[src/rtl/adp_pkg.sv]
// Shared types and constants for the ARM data-processing execute block.
package adp_pkg;

   // Register file geometry: r0-r14 live in storage, r15 is the supplied pc.
   localparam int NumRegs = 15;
   localparam logic [3:0] PcIdx = 4'd15;

   // Data-processing opcodes.
   typedef enum logic [3:0] {
      OP_AND = 4'd0,
      OP_EOR = 4'd1,
      OP_SUB = 4'd2,
      OP_RSB = 4'd3,
      OP_ADD = 4'd4,
      OP_ADC = 4'd5,
      OP_SBC = 4'd6,
      OP_RSC = 4'd7,
      OP_TST = 4'd8,
      OP_TEQ = 4'd9,
      OP_CMP = 4'd10,
      OP_CMN = 4'd11,
      OP_ORR = 4'd12,
      OP_MOV = 4'd13,
      OP_BIC = 4'd14,
      OP_MVN = 4'd15
   } alu_op_type;

   // Condition codes; NV is treated as never.
   typedef enum logic [3:0] {
      CC_EQ = 4'd0,
      CC_NE = 4'd1,
      CC_CS = 4'd2,
      CC_CC = 4'd3,
      CC_MI = 4'd4,
      CC_PL = 4'd5,
      CC_VS = 4'd6,
      CC_VC = 4'd7,
      CC_HI = 4'd8,
      CC_LS = 4'd9,
      CC_GE = 4'd10,
      CC_LT = 4'd11,
      CC_GT = 4'd12,
      CC_LE = 4'd13,
      CC_AL = 4'd14,
      CC_NV = 4'd15
   } cond_type;

   // Shift kinds for the register operand.
   typedef enum logic [1:0] {
      SH_LSL = 2'd0,
      SH_LSR = 2'd1,
      SH_ASR = 2'd2,
      SH_ROR = 2'd3
   } shift_kind_type;

   // One decoded request as it travels to the execute stage.
   typedef struct packed {
      alu_op_type     cmd;
      cond_type       condition;
      logic           set_flags;
      logic           imm_form;
      logic [3:0]     first_reg;
      logic [3:0]     dest_sel;
      logic [3:0]     second_reg;
      shift_kind_type shift_kind;
      logic [4:0]     shift_amount;
      logic [3:0]     rotate_half;
      logic [7:0]     imm_byte;
      logic [31:0]    pc_read_value;
   } req_type;

   // Barrel shifter output: second operand and shifter carry.
   typedef struct packed {
      logic [31:0] operand;
      logic        carry;
   } shift_out_type;

   // Execute result and the side effects it requests.
   typedef struct packed {
      logic        executed;
      logic        reg_write;
      logic        pc_write;
      logic [31:0] result;
      logic [3:0]  nzcv;
   } alu_out_type;

endpackage

[src/rtl/arm_data_processing_alu.sv]
// Top level of the ARM data-processing execute block.
//
// A request carries one data-processing instruction on req_* and is taken
// when req_valid and req_ready are both high. The result leaves on rsp_*
// and is taken when rsp_valid and rsp_ready are both high.
// Flow: at the accepting edge the register file r0-r14 is read (synchronous
// memory, two read ports); in the next cycle the shifter, ALU and flag logic
// evaluate the instruction and, once the output register is free or draining,
// write back to the register file and load the output register, which sets
// rsp_valid. Throughput is one request per cycle while the receiver does not
// stall; a result written at the same edge as the next request's read is
// forwarded around the memory.
// If the receiver stalls, one result waits in the output register and one
// request waits in the execute stage with its operands re-read each cycle;
// req_ready drops only when both are full.
// Reset clears the flags to zero and marks every register as zero; the
// block can take a request in the first cycle after reset.
module arm_data_processing_alu import adp_pkg::*; (
   input  logic        clock,
   input  logic        reset,

   input  logic        req_valid,
   output logic        req_ready,
   input  logic [3:0]  req_cmd,
   input  logic [3:0]  req_condition,
   input  logic        req_set_flags,
   input  logic        req_imm_form,
   input  logic [3:0]  req_first_reg,
   input  logic [3:0]  req_dest_sel,
   input  logic [3:0]  req_second_reg,
   input  logic [1:0]  req_shift_kind,
   input  logic [4:0]  req_shift_amount,
   input  logic [3:0]  req_rotate_half,
   input  logic [7:0]  req_imm_byte,
   input  logic [31:0] req_pc_read_value,

   output logic        rsp_valid,
   input  logic        rsp_ready,
   output logic        rsp_executed,
   output logic        rsp_reg_write,
   output logic [3:0]  rsp_dest_reg,
   output logic [31:0] rsp_result_value,
   output logic [3:0]  rsp_flags_nzcv,
   output logic        rsp_pc_write
);

   req_type       req_in;
   req_type       ex_req_ff;
   logic          ex_valid_ff, ex_valid_in;
   logic          req_fire, ex_fire;
   logic [3:0]    rd_addr_a, rd_addr_b;
   logic [31:0]   rd_data_a, rd_data_b;
   logic [31:0]   op_a, op_m;
   shift_out_type shift_out;
   alu_out_type   alu_out;
   logic [3:0]    flags_ff;
   logic          out_valid_ff, out_valid_in;
   alu_out_type   out_ff;
   logic [3:0]    out_dest_ff;

   // Pack the request fields.
   always_comb begin
      req_in.cmd           = alu_op_type'(req_cmd);
      req_in.condition     = cond_type'(req_condition);
      req_in.set_flags     = req_set_flags;
      req_in.imm_form      = req_imm_form;
      req_in.first_reg     = req_first_reg;
      req_in.dest_sel      = req_dest_sel;
      req_in.second_reg    = req_second_reg;
      req_in.shift_kind    = shift_kind_type'(req_shift_kind);
      req_in.shift_amount  = req_shift_amount;
      req_in.rotate_half   = req_rotate_half;
      req_in.imm_byte      = req_imm_byte;
      req_in.pc_read_value = req_pc_read_value;
   end

   // Handshake: execute fires when the output register is free or draining.
   always_comb begin
      ex_fire      = ex_valid_ff && (!out_valid_ff || rsp_ready);
      req_ready    = !ex_valid_ff || ex_fire;
      req_fire     = req_valid && req_ready;
      ex_valid_in  = req_fire || (ex_valid_ff && !ex_fire);
      out_valid_in = ex_fire || (out_valid_ff && !rsp_ready);
   end

   // Read a new request's operands, or re-read for a stalled one.
   always_comb begin
      rd_addr_a = req_fire ? req_first_reg  : ex_req_ff.first_reg;
      rd_addr_b = req_fire ? req_second_reg : ex_req_ff.second_reg;
   end

   adp_regfile u_regfile (
      .clock     (clock),
      .reset     (reset),
      .rd_addr_a (rd_addr_a),
      .rd_addr_b (rd_addr_b),
      .rd_data_a (rd_data_a),
      .rd_data_b (rd_data_b),
      .wr_en     (ex_fire && alu_out.reg_write),
      .wr_addr   (ex_req_ff.dest_sel),
      .wr_data   (alu_out.result)
   );

   // Register r15 reads return the pc value supplied with the request.
   always_comb begin
      op_a = (ex_req_ff.first_reg  == PcIdx) ? ex_req_ff.pc_read_value : rd_data_a;
      op_m = (ex_req_ff.second_reg == PcIdx) ? ex_req_ff.pc_read_value : rd_data_b;
   end

   adp_shifter u_shifter (
      .imm_form     (ex_req_ff.imm_form),
      .shift_kind   (ex_req_ff.shift_kind),
      .shift_amount (ex_req_ff.shift_amount),
      .rotate_half  (ex_req_ff.rotate_half),
      .imm_byte     (ex_req_ff.imm_byte),
      .reg_value    (op_m),
      .carry_in     (flags_ff[1]),
      .shift_out    (shift_out)
   );

   adp_alu u_alu (
      .req       (ex_req_ff),
      .op_a      (op_a),
      .shift_out (shift_out),
      .flags     (flags_ff),
      .alu_out   (alu_out)
   );

   // Execute stage and flag register.
   always_ff @(posedge clock) begin
      if (reset) begin
         ex_valid_ff <= 1'b0;
         flags_ff    <= 4'd0;
      end else begin
         ex_valid_ff <= ex_valid_in;
         if (ex_fire) begin
            flags_ff <= alu_out.nzcv;
         end
      end
      if (req_fire) begin
         ex_req_ff <= req_in;
      end
   end

   // Output register.
   always_ff @(posedge clock) begin
      if (reset) begin
         out_valid_ff <= 1'b0;
      end else begin
         out_valid_ff <= out_valid_in;
      end
      if (ex_fire) begin
         out_ff      <= alu_out;
         out_dest_ff <= ex_req_ff.dest_sel;
      end
   end

   assign rsp_valid        = out_valid_ff;
   assign rsp_executed     = out_ff.executed;
   assign rsp_reg_write    = out_ff.reg_write;
   assign rsp_dest_reg     = out_dest_ff;
   assign rsp_result_value = out_ff.result;
   assign rsp_flags_nzcv   = out_ff.nzcv;
   assign rsp_pc_write     = out_ff.pc_write;

endmodule

[src/rtl/adp_regfile.sv]
// Register file r0-r14: synchronous memory with two read ports and write forwarding.
module adp_regfile import adp_pkg::*; (
   input  logic        clock,
   input  logic        reset,
   input  logic [3:0]  rd_addr_a,
   input  logic [3:0]  rd_addr_b,
   output logic [31:0] rd_data_a,
   output logic [31:0] rd_data_b,
   input  logic        wr_en,
   input  logic [3:0]  wr_addr,
   input  logic [31:0] wr_data
);

   logic [31:0]        mem [NumRegs];
   logic [NumRegs-1:0] written_ff;

   logic [31:0] q_a_ff, q_b_ff;
   logic        vld_a_ff, vld_b_ff;
   logic [3:0]  addr_a_ff, addr_b_ff;

   logic        fwd_ff;
   logic [3:0]  fwd_addr_ff;
   logic [31:0] fwd_data_ff;

   // Storage write.
   always_ff @(posedge clock) begin
      if (wr_en) begin
         mem[wr_addr] <= wr_data;
      end
   end

   // Per-entry written bits; an entry never written reads as zero.
   always_ff @(posedge clock) begin
      if (reset) begin
         written_ff <= '0;
      end else if (wr_en) begin
         written_ff[wr_addr] <= 1'b1;
      end
   end

   // Registered reads; the pc index has no storage behind it.
   always_ff @(posedge clock) begin
      addr_a_ff <= rd_addr_a;
      addr_b_ff <= rd_addr_b;
      vld_a_ff  <= 1'b0;
      vld_b_ff  <= 1'b0;
      if (rd_addr_a != PcIdx) begin
         q_a_ff   <= mem[rd_addr_a];
         vld_a_ff <= written_ff[rd_addr_a];
      end
      if (rd_addr_b != PcIdx) begin
         q_b_ff   <= mem[rd_addr_b];
         vld_b_ff <= written_ff[rd_addr_b];
      end
   end

   // Remember a write made at the same edge as a read, which the read missed.
   always_ff @(posedge clock) begin
      if (reset) begin
         fwd_ff <= 1'b0;
      end else begin
         fwd_ff <= wr_en;
      end
      fwd_addr_ff <= wr_addr;
      fwd_data_ff <= wr_data;
   end

   // Read data with forwarding of that write.
   always_comb begin
      if (fwd_ff && (fwd_addr_ff == addr_a_ff)) begin
         rd_data_a = fwd_data_ff;
      end else begin
         rd_data_a = vld_a_ff ? q_a_ff : 32'd0;
      end
      if (fwd_ff && (fwd_addr_ff == addr_b_ff)) begin
         rd_data_b = fwd_data_ff;
      end else begin
         rd_data_b = vld_b_ff ? q_b_ff : 32'd0;
      end
   end

endmodule

[src/rtl/adp_shifter.sv]
// Barrel shifter producing the second operand and the shifter carry.
module adp_shifter import adp_pkg::*; (
   input  logic           imm_form,
   input  shift_kind_type shift_kind,
   input  logic [4:0]     shift_amount,
   input  logic [3:0]     rotate_half,
   input  logic [7:0]     imm_byte,
   input  logic [31:0]    reg_value,
   input  logic           carry_in,
   output shift_out_type  shift_out
);

   logic [4:0]  rot_amt;
   logic [63:0] imm_wide;
   logic [63:0] reg_wide;
   logic [31:0] imm_rot;
   logic [31:0] reg_rot;
   logic [32:0] lsl_wide;
   logic [32:0] lsr_wide;
   logic [32:0] asr_wide;

   always_comb begin
      // Immediate rotate right by twice the rotate field.
      rot_amt  = {rotate_half, 1'b0};
      imm_wide = {24'd0, imm_byte, 24'd0, imm_byte} >> rot_amt;
      imm_rot  = imm_wide[31:0];

      // Register shifts carry the last bit shifted out in the extra bit.
      lsl_wide = {1'b0, reg_value} << shift_amount;
      lsr_wide = {reg_value, 1'b0} >> shift_amount;
      asr_wide = 33'($signed({reg_value, 1'b0}) >>> shift_amount);
      reg_wide = {reg_value, reg_value} >> shift_amount;
      reg_rot  = reg_wide[31:0];

      shift_out.operand = reg_value;
      shift_out.carry   = carry_in;
      if (imm_form) begin
         shift_out.operand = imm_rot;
         shift_out.carry   = (rotate_half == 4'd0) ? carry_in : imm_rot[31];
      end else begin
         case (shift_kind)
            SH_LSL: begin
               if (shift_amount != 5'd0) begin
                  shift_out.operand = lsl_wide[31:0];
                  shift_out.carry   = lsl_wide[32];
               end
            end
            SH_LSR: begin
               // A zero amount means a shift by 32.
               if (shift_amount == 5'd0) begin
                  shift_out.operand = 32'd0;
                  shift_out.carry   = reg_value[31];
               end else begin
                  shift_out.operand = lsr_wide[32:1];
                  shift_out.carry   = lsr_wide[0];
               end
            end
            SH_ASR: begin
               if (shift_amount == 5'd0) begin
                  shift_out.operand = {32{reg_value[31]}};
                  shift_out.carry   = reg_value[31];
               end else begin
                  shift_out.operand = asr_wide[32:1];
                  shift_out.carry   = asr_wide[0];
               end
            end
            SH_ROR: begin
               // A zero amount is a rotate right through carry by one.
               if (shift_amount == 5'd0) begin
                  shift_out.operand = {carry_in, reg_value[31:1]};
                  shift_out.carry   = reg_value[0];
               end else begin
                  shift_out.operand = reg_rot;
                  shift_out.carry   = reg_rot[31];
               end
            end
            default: begin
               shift_out.operand = reg_value;
               shift_out.carry   = carry_in;
            end
         endcase
      end
   end

endmodule

[src/rtl/adp_alu.sv]
// Condition check, ALU operation and flag update for one instruction.
module adp_alu import adp_pkg::*; (
   input  req_type       req,
   input  logic [31:0]   op_a,
   input  shift_out_type shift_out,
   input  logic [3:0]    flags,
   output alu_out_type   alu_out
);

   logic        fn, fz, fc, fv;
   logic        pass;
   logic        is_cmp;
   logic        is_arith;
   logic [31:0] op_b;
   logic [31:0] add_x, add_y;
   logic        add_cin;
   logic [32:0] sum;
   logic [31:0] logic_res;
   logic [31:0] res;
   logic        c_out, v_out;

   always_comb begin
      fn = flags[3];
      fz = flags[2];
      fc = flags[1];
      fv = flags[0];
      op_b = shift_out.operand;

      // Condition evaluation against the kept flags.
      case (req.condition)
         CC_EQ:   pass = fz;
         CC_NE:   pass = !fz;
         CC_CS:   pass = fc;
         CC_CC:   pass = !fc;
         CC_MI:   pass = fn;
         CC_PL:   pass = !fn;
         CC_VS:   pass = fv;
         CC_VC:   pass = !fv;
         CC_HI:   pass = fc && !fz;
         CC_LS:   pass = !fc || fz;
         CC_GE:   pass = (fn == fv);
         CC_LT:   pass = (fn != fv);
         CC_GT:   pass = !fz && (fn == fv);
         CC_LE:   pass = fz || (fn != fv);
         CC_AL:   pass = 1'b1;
         default: pass = 1'b0;
      endcase

      // Operand selection for the single adder.
      is_arith = 1'b1;
      add_x    = op_a;
      add_y    = op_b;
      add_cin  = 1'b0;
      case (req.cmd)
         OP_SUB, OP_CMP: begin
            add_y   = ~op_b;
            add_cin = 1'b1;
         end
         OP_RSB: begin
            add_x   = op_b;
            add_y   = ~op_a;
            add_cin = 1'b1;
         end
         OP_ADD, OP_CMN: begin
            add_cin = 1'b0;
         end
         OP_ADC: begin
            add_cin = fc;
         end
         OP_SBC: begin
            add_y   = ~op_b;
            add_cin = fc;
         end
         OP_RSC: begin
            add_x   = op_b;
            add_y   = ~op_a;
            add_cin = fc;
         end
         default: begin
            is_arith = 1'b0;
         end
      endcase
      sum = {1'b0, add_x} + {1'b0, add_y} + {32'd0, add_cin};

      // Logical operations.
      case (req.cmd)
         OP_AND, OP_TST: logic_res = op_a & op_b;
         OP_EOR, OP_TEQ: logic_res = op_a ^ op_b;
         OP_ORR:         logic_res = op_a | op_b;
         OP_MOV:         logic_res = op_b;
         OP_BIC:         logic_res = op_a & ~op_b;
         OP_MVN:         logic_res = ~op_b;
         default:        logic_res = 32'd0;
      endcase

      // Arithmetic takes carry and overflow from the adder; logical ops keep V.
      if (is_arith) begin
         res   = sum[31:0];
         c_out = sum[32];
         v_out = (~(add_x[31] ^ add_y[31])) & (add_x[31] ^ sum[31]);
      end else begin
         res   = logic_res;
         c_out = shift_out.carry;
         v_out = fv;
      end

      is_cmp = (req.cmd == OP_TST) || (req.cmd == OP_TEQ) ||
               (req.cmd == OP_CMP) || (req.cmd == OP_CMN);

      // A failed condition leaves everything as it was.
      alu_out.executed  = pass;
      alu_out.reg_write = pass && !is_cmp && (req.dest_sel != PcIdx);
      alu_out.pc_write  = pass && !is_cmp && (req.dest_sel == PcIdx);
      alu_out.result    = pass ? res : 32'd0;
      if (pass && (req.set_flags || is_cmp)) begin
         alu_out.nzcv = {res[31], (res == 32'd0), c_out, v_out};
      end else begin
         alu_out.nzcv = flags;
      end
   end

endmodule
[config.mk]
export PLATFORM = sky130hd
export DESIGN_NAME = arm_data_processing_alu
export DESIGN_NICKNAME = d
export VERILOG_FILES = /design/src/rtl/adp_pkg.sv /design/src/rtl/arm_data_processing_alu.sv /design/src/rtl/adp_regfile.sv /design/src/rtl/adp_shifter.sv /design/src/rtl/adp_alu.sv
export SDC_FILE = /design/constraint.sdc
export NUM_CORES = 2
export LEC_CHECK = 0
export BUFFER_PORTS_ARGS = -buffer_cell sky130_fd_sc_hd__buf_2
export CAP_MARGIN = 15
export CELL_PAD_IN_SITES_DETAIL_PLACEMENT = 1
export CELL_PAD_IN_SITES_GLOBAL_PLACEMENT = 1
export CORE_MARGIN = 2
export CORE_UTILIZATION = 30
export CTS_BUF_LIST = sky130_fd_sc_hd__clkbuf_8
export DETAILED_ROUTE_END_ITERATION = 8
export GPL_TIMING_DRIVEN = 0
export PLACE_DENSITY_LB_ADDON = 0.12
export SETUP_SLACK_MARGIN = 0.05
export SLEW_MARGIN = 20
export SYNTH_ARGS = -nofsm -noshare
export SYNTH_HDL_FRONTEND = slang
export SYNTH_HIERARCHICAL = 1
export SYNTH_SLANG_ARGS = --single-unit
[constraint.sdc]
create_clock -name clock -period 6.97 [get_ports clock]
set_clock_uncertainty 0.1 [all_clocks]
set_input_delay 0.697 -clock clock [delete_from_list [all_inputs] [get_ports clock]]
set_output_delay 0.697 -clock clock [all_outputs]
set_load 0.005 [all_outputs]
==> reports/qor.yml <==
run_status:
  status: "finished with violations"
  violations: "negative setup slack"
floorplan:
  start_util_pct: 30.3
  die_h_um: 396
  core_um2: 152000
  dieArea_um2: 157000
  row_count: 143
  io_pins: 122
  die_x_um: 396
sta:
  worstMarginPinSlew_ns: 1.28
  whs_ns: 0.0957
  final_hold_viol_count: 0
  slew_violations: 0
  fin_crit_sh_pct: 101
  slew_headroom_pct: 14.6
  rsz0062_at_grt: "yes"
  finalCriticalPeriod_ns: 7.07
  tns_ns: -1.23
  setup_ws_ns: -0.0991
  fmax_mhz: 141
  setup-violations-final: 21
logic_synthesis:
  synth_seq_cells: 728
  synthArstFlopShare_pct: 0
  synth.top_cells.by_count: "edfxtp_1 (660), nand2_1 (341), mux2i_1 (302), nor2_1 (243), a21oi_1 (206)"
  yosysTopAreaCellShare_pct: 43.0
  syn-cell-area_um2: 46100
  yosys_most_used_dff: "edfxtp_1"
  syn_nets: 3988
  synth-seq-area-share_pct: 46.0
  ys_types: 116
  synth_edf_count: 660
  syn_inst: 3846
  avgSynthCellArea_um2: 12.0
  synth.most_common_cell: "edfxtp_1"
  yosys_warnings: 6
  yosysTopAreaCell: "edfxtp_1"
  synthTopCellsByArea: "edfxtp_1 (43%), mux4_2 (9.8%), mux2i_1 (6.6%)"
global_route:
  grt_max_degree: 49
  grt_pass1_vias: 39600
  use_met1_pct: 39.1
  grt_pass1_wl_mm: 334
  grt-busiest-layer: "met2"
  grt.total_usage_pct: 30.7
  grt_use_met2_pct: 49.4
  grt-ovfl-total: 0
  met3_usage_pct: 6.01
  antenna_found_initial: 19
clock_tree:
  clkSinkCount: 728
  clock_latency_ns: 0.90
  path_clk_slew_ns: 0.05
  cts_tree: "yes"
  root_buffer: "clkbuf_8"
  cts_buffer_depth: 3
  cts-buffers-inserted: 139
  htree_levels: 4
cells_and_area:
  area_growth_pct: 23.2
  largest_reg_flops: 480
  top_regs: "u_regfile/mem x480, ex_req_ff x73"
  final_nets: 4491
  fillers: 16300
  regMostFlops: "u_regfile/mem"
  layout-drive-gt1-share_pct: 29.9
detailed_routing:
  vias: 38800
  dr.first_iter.drc_count: 3925
  vias_per_cell: 5.97
  wl_per_cell_um: 37.6
  totalWireLength_mm: 244
  ant_nets: 0
  drc_errors: 0
  first_pass_iters: 6
setup_path:
  reg2reg_depth: 26
  cpMostUsedCell: "buf_4"
  rr_endpoint: "u_regfile/mem[8][22]"
  cp_data_required_time_ns: 7.44
  r2r_slack_ns: -0.1
  crit_type: "register to register"
  critPathMaxStageDelay_ns: 0.53
  r2r-start: "u_regfile/fwd_addr_ff[2]"
  critPathCaptureType: "register"
  crit_arrival_ns: 7.54
  start_kind: "register"
  timing.critical_path.fanout_max: 10
  slowest_stage: "a2111oi_4"
worst_hold_path:
  hp-start: "rsp_ready"
  hold_depth: 4
  worstHoldPathType: "input port to register"
  min_to: "rsp_valid"
job:
  cap_violations: 0
placement:
  gp_congestion: 1.02
  dp_hpwl_mm: 183
  portBuffers: 121
power_and_ir_drop:
  peakVddDrop_mv: 0.186
  p_leak_nw: 20.0
  powerDensity_nw_per_um2: 222
what timing repair did:
| item | 4_1_cts | 5_1_grt |
|---|---|---|
| hold endpoints to repair | 77 | 0 |
| pin swaps | 63 | 28 |
| buffers inserted | 82 | 21 |
| endpoints found under the setup margin | 535 | 340 |
| gates resized for setup | 340 | 52 |
| cloned | 0 | 1 |
| hold buffers | 75 | 0 |
through the flow:
stage	util, %	setup WS, ns	power, mW	cells	cell area (um^2)
detailed placement	33.2	-3.43	8.05	6070	50600
global placement	32.3	-5.33	7.97	5997	49200
global route	37.3	-0.205	13.1	6489	56700
CTS	37.0	-0.0228	12.7	6469	56300
finish	37.3	-0.0991	12.6	6497	56700
floorplan	-	0.863	6.76	3846	46100
critical path, delay by kind of cell (launching register included):
family | cells | cell delay, ns
DFF | 1 | 0.32
buffers and inverters | 8 | 1.39
adders and majority gates | 1 | 0.48
and+or+nand+nor | 4 | 1.24
muxes | 3 | 0.85
AOI/OAI and AO/OA | 8 | 1.96
xor gates and xnor gates | 2 | 0.40
area by class of cell:
cell class	instances	area, um^2	area share, %
repair buffers	373	3370	5.95
diodes	9	22.5	0.0397
multi-input cells	2662	24200	42.6
clock buffers	149	2050	3.61
clock inverters	101	709	1.25
inverters	127	482	0.849
flip-flops and latches	728	21200	37.3
plain buffers	318	2200	3.88
well taps	2030	2540	4.48
worst max-delay path by stage:
stage                     cells after the start  slack [ns]                      from                   end
after detailed placement                     27       -3.43  u_regfile/fwd_addr_ff[2]           flags_ff[2]
final                                        26        -0.1  u_regfile/fwd_addr_ff[2]  u_regfile/mem[8][22]
after floorplan                              27        0.86  u_regfile/fwd_addr_ff[2]           flags_ff[2]
after global routing                         29       -0.21        u_regfile/vld_b_ff           flags_ff[2]
after CTS                                    31       -0.02  u_regfile/fwd_addr_ff[1]           flags_ff[2]
after global placement                       25       -5.33  u_regfile/fwd_addr_ff[2]  rsp_result_value[31]
placed cells by master (no fill, tap or decap), types with 75 or more instances in the layout:
cell and instances:
edfxtp_1 660, nand2_1 338, mux2i_1 263, buf_2 212, mux4_2 201, nor2_1 197
a21oi_1 186, clkbuf_8 169, o21ai_0 166, inv_1 155, buf_4 141, clkbuf_1 104
dlygate4sd3_1 75
power breakdown:
group | internal [mW] | switching (mW)
Combinational | 1.07 | 2.09
Sequential | 5.06 | 0.0690
Clock | 2.35 | 1.98
routing by layer:
metal,vias to the layer above,share of wire [%],routed length (um)
met4,8,6.0,14500
met5,-,0.027,66
met2,1867,46,113000
met1,20200,41,99800
met3,569,7.0,17100
li1,16100,-,-
logic make-up after synthesis:
family | Yosys count | synth area share (%)
xor gates and xnor gates | 25 | 0.475
and+or+nand+nor | 961 | 9.96
AOI/OAI and AO/OA | 920 | 13.3
adders and majority gates | 65 | 1.80
DFF | 728 | 46.0
buffers and inverters | 456 | 5.12
muxes | 691 | 23.4
No activity file was read; power rests on OpenSTA's default activity.
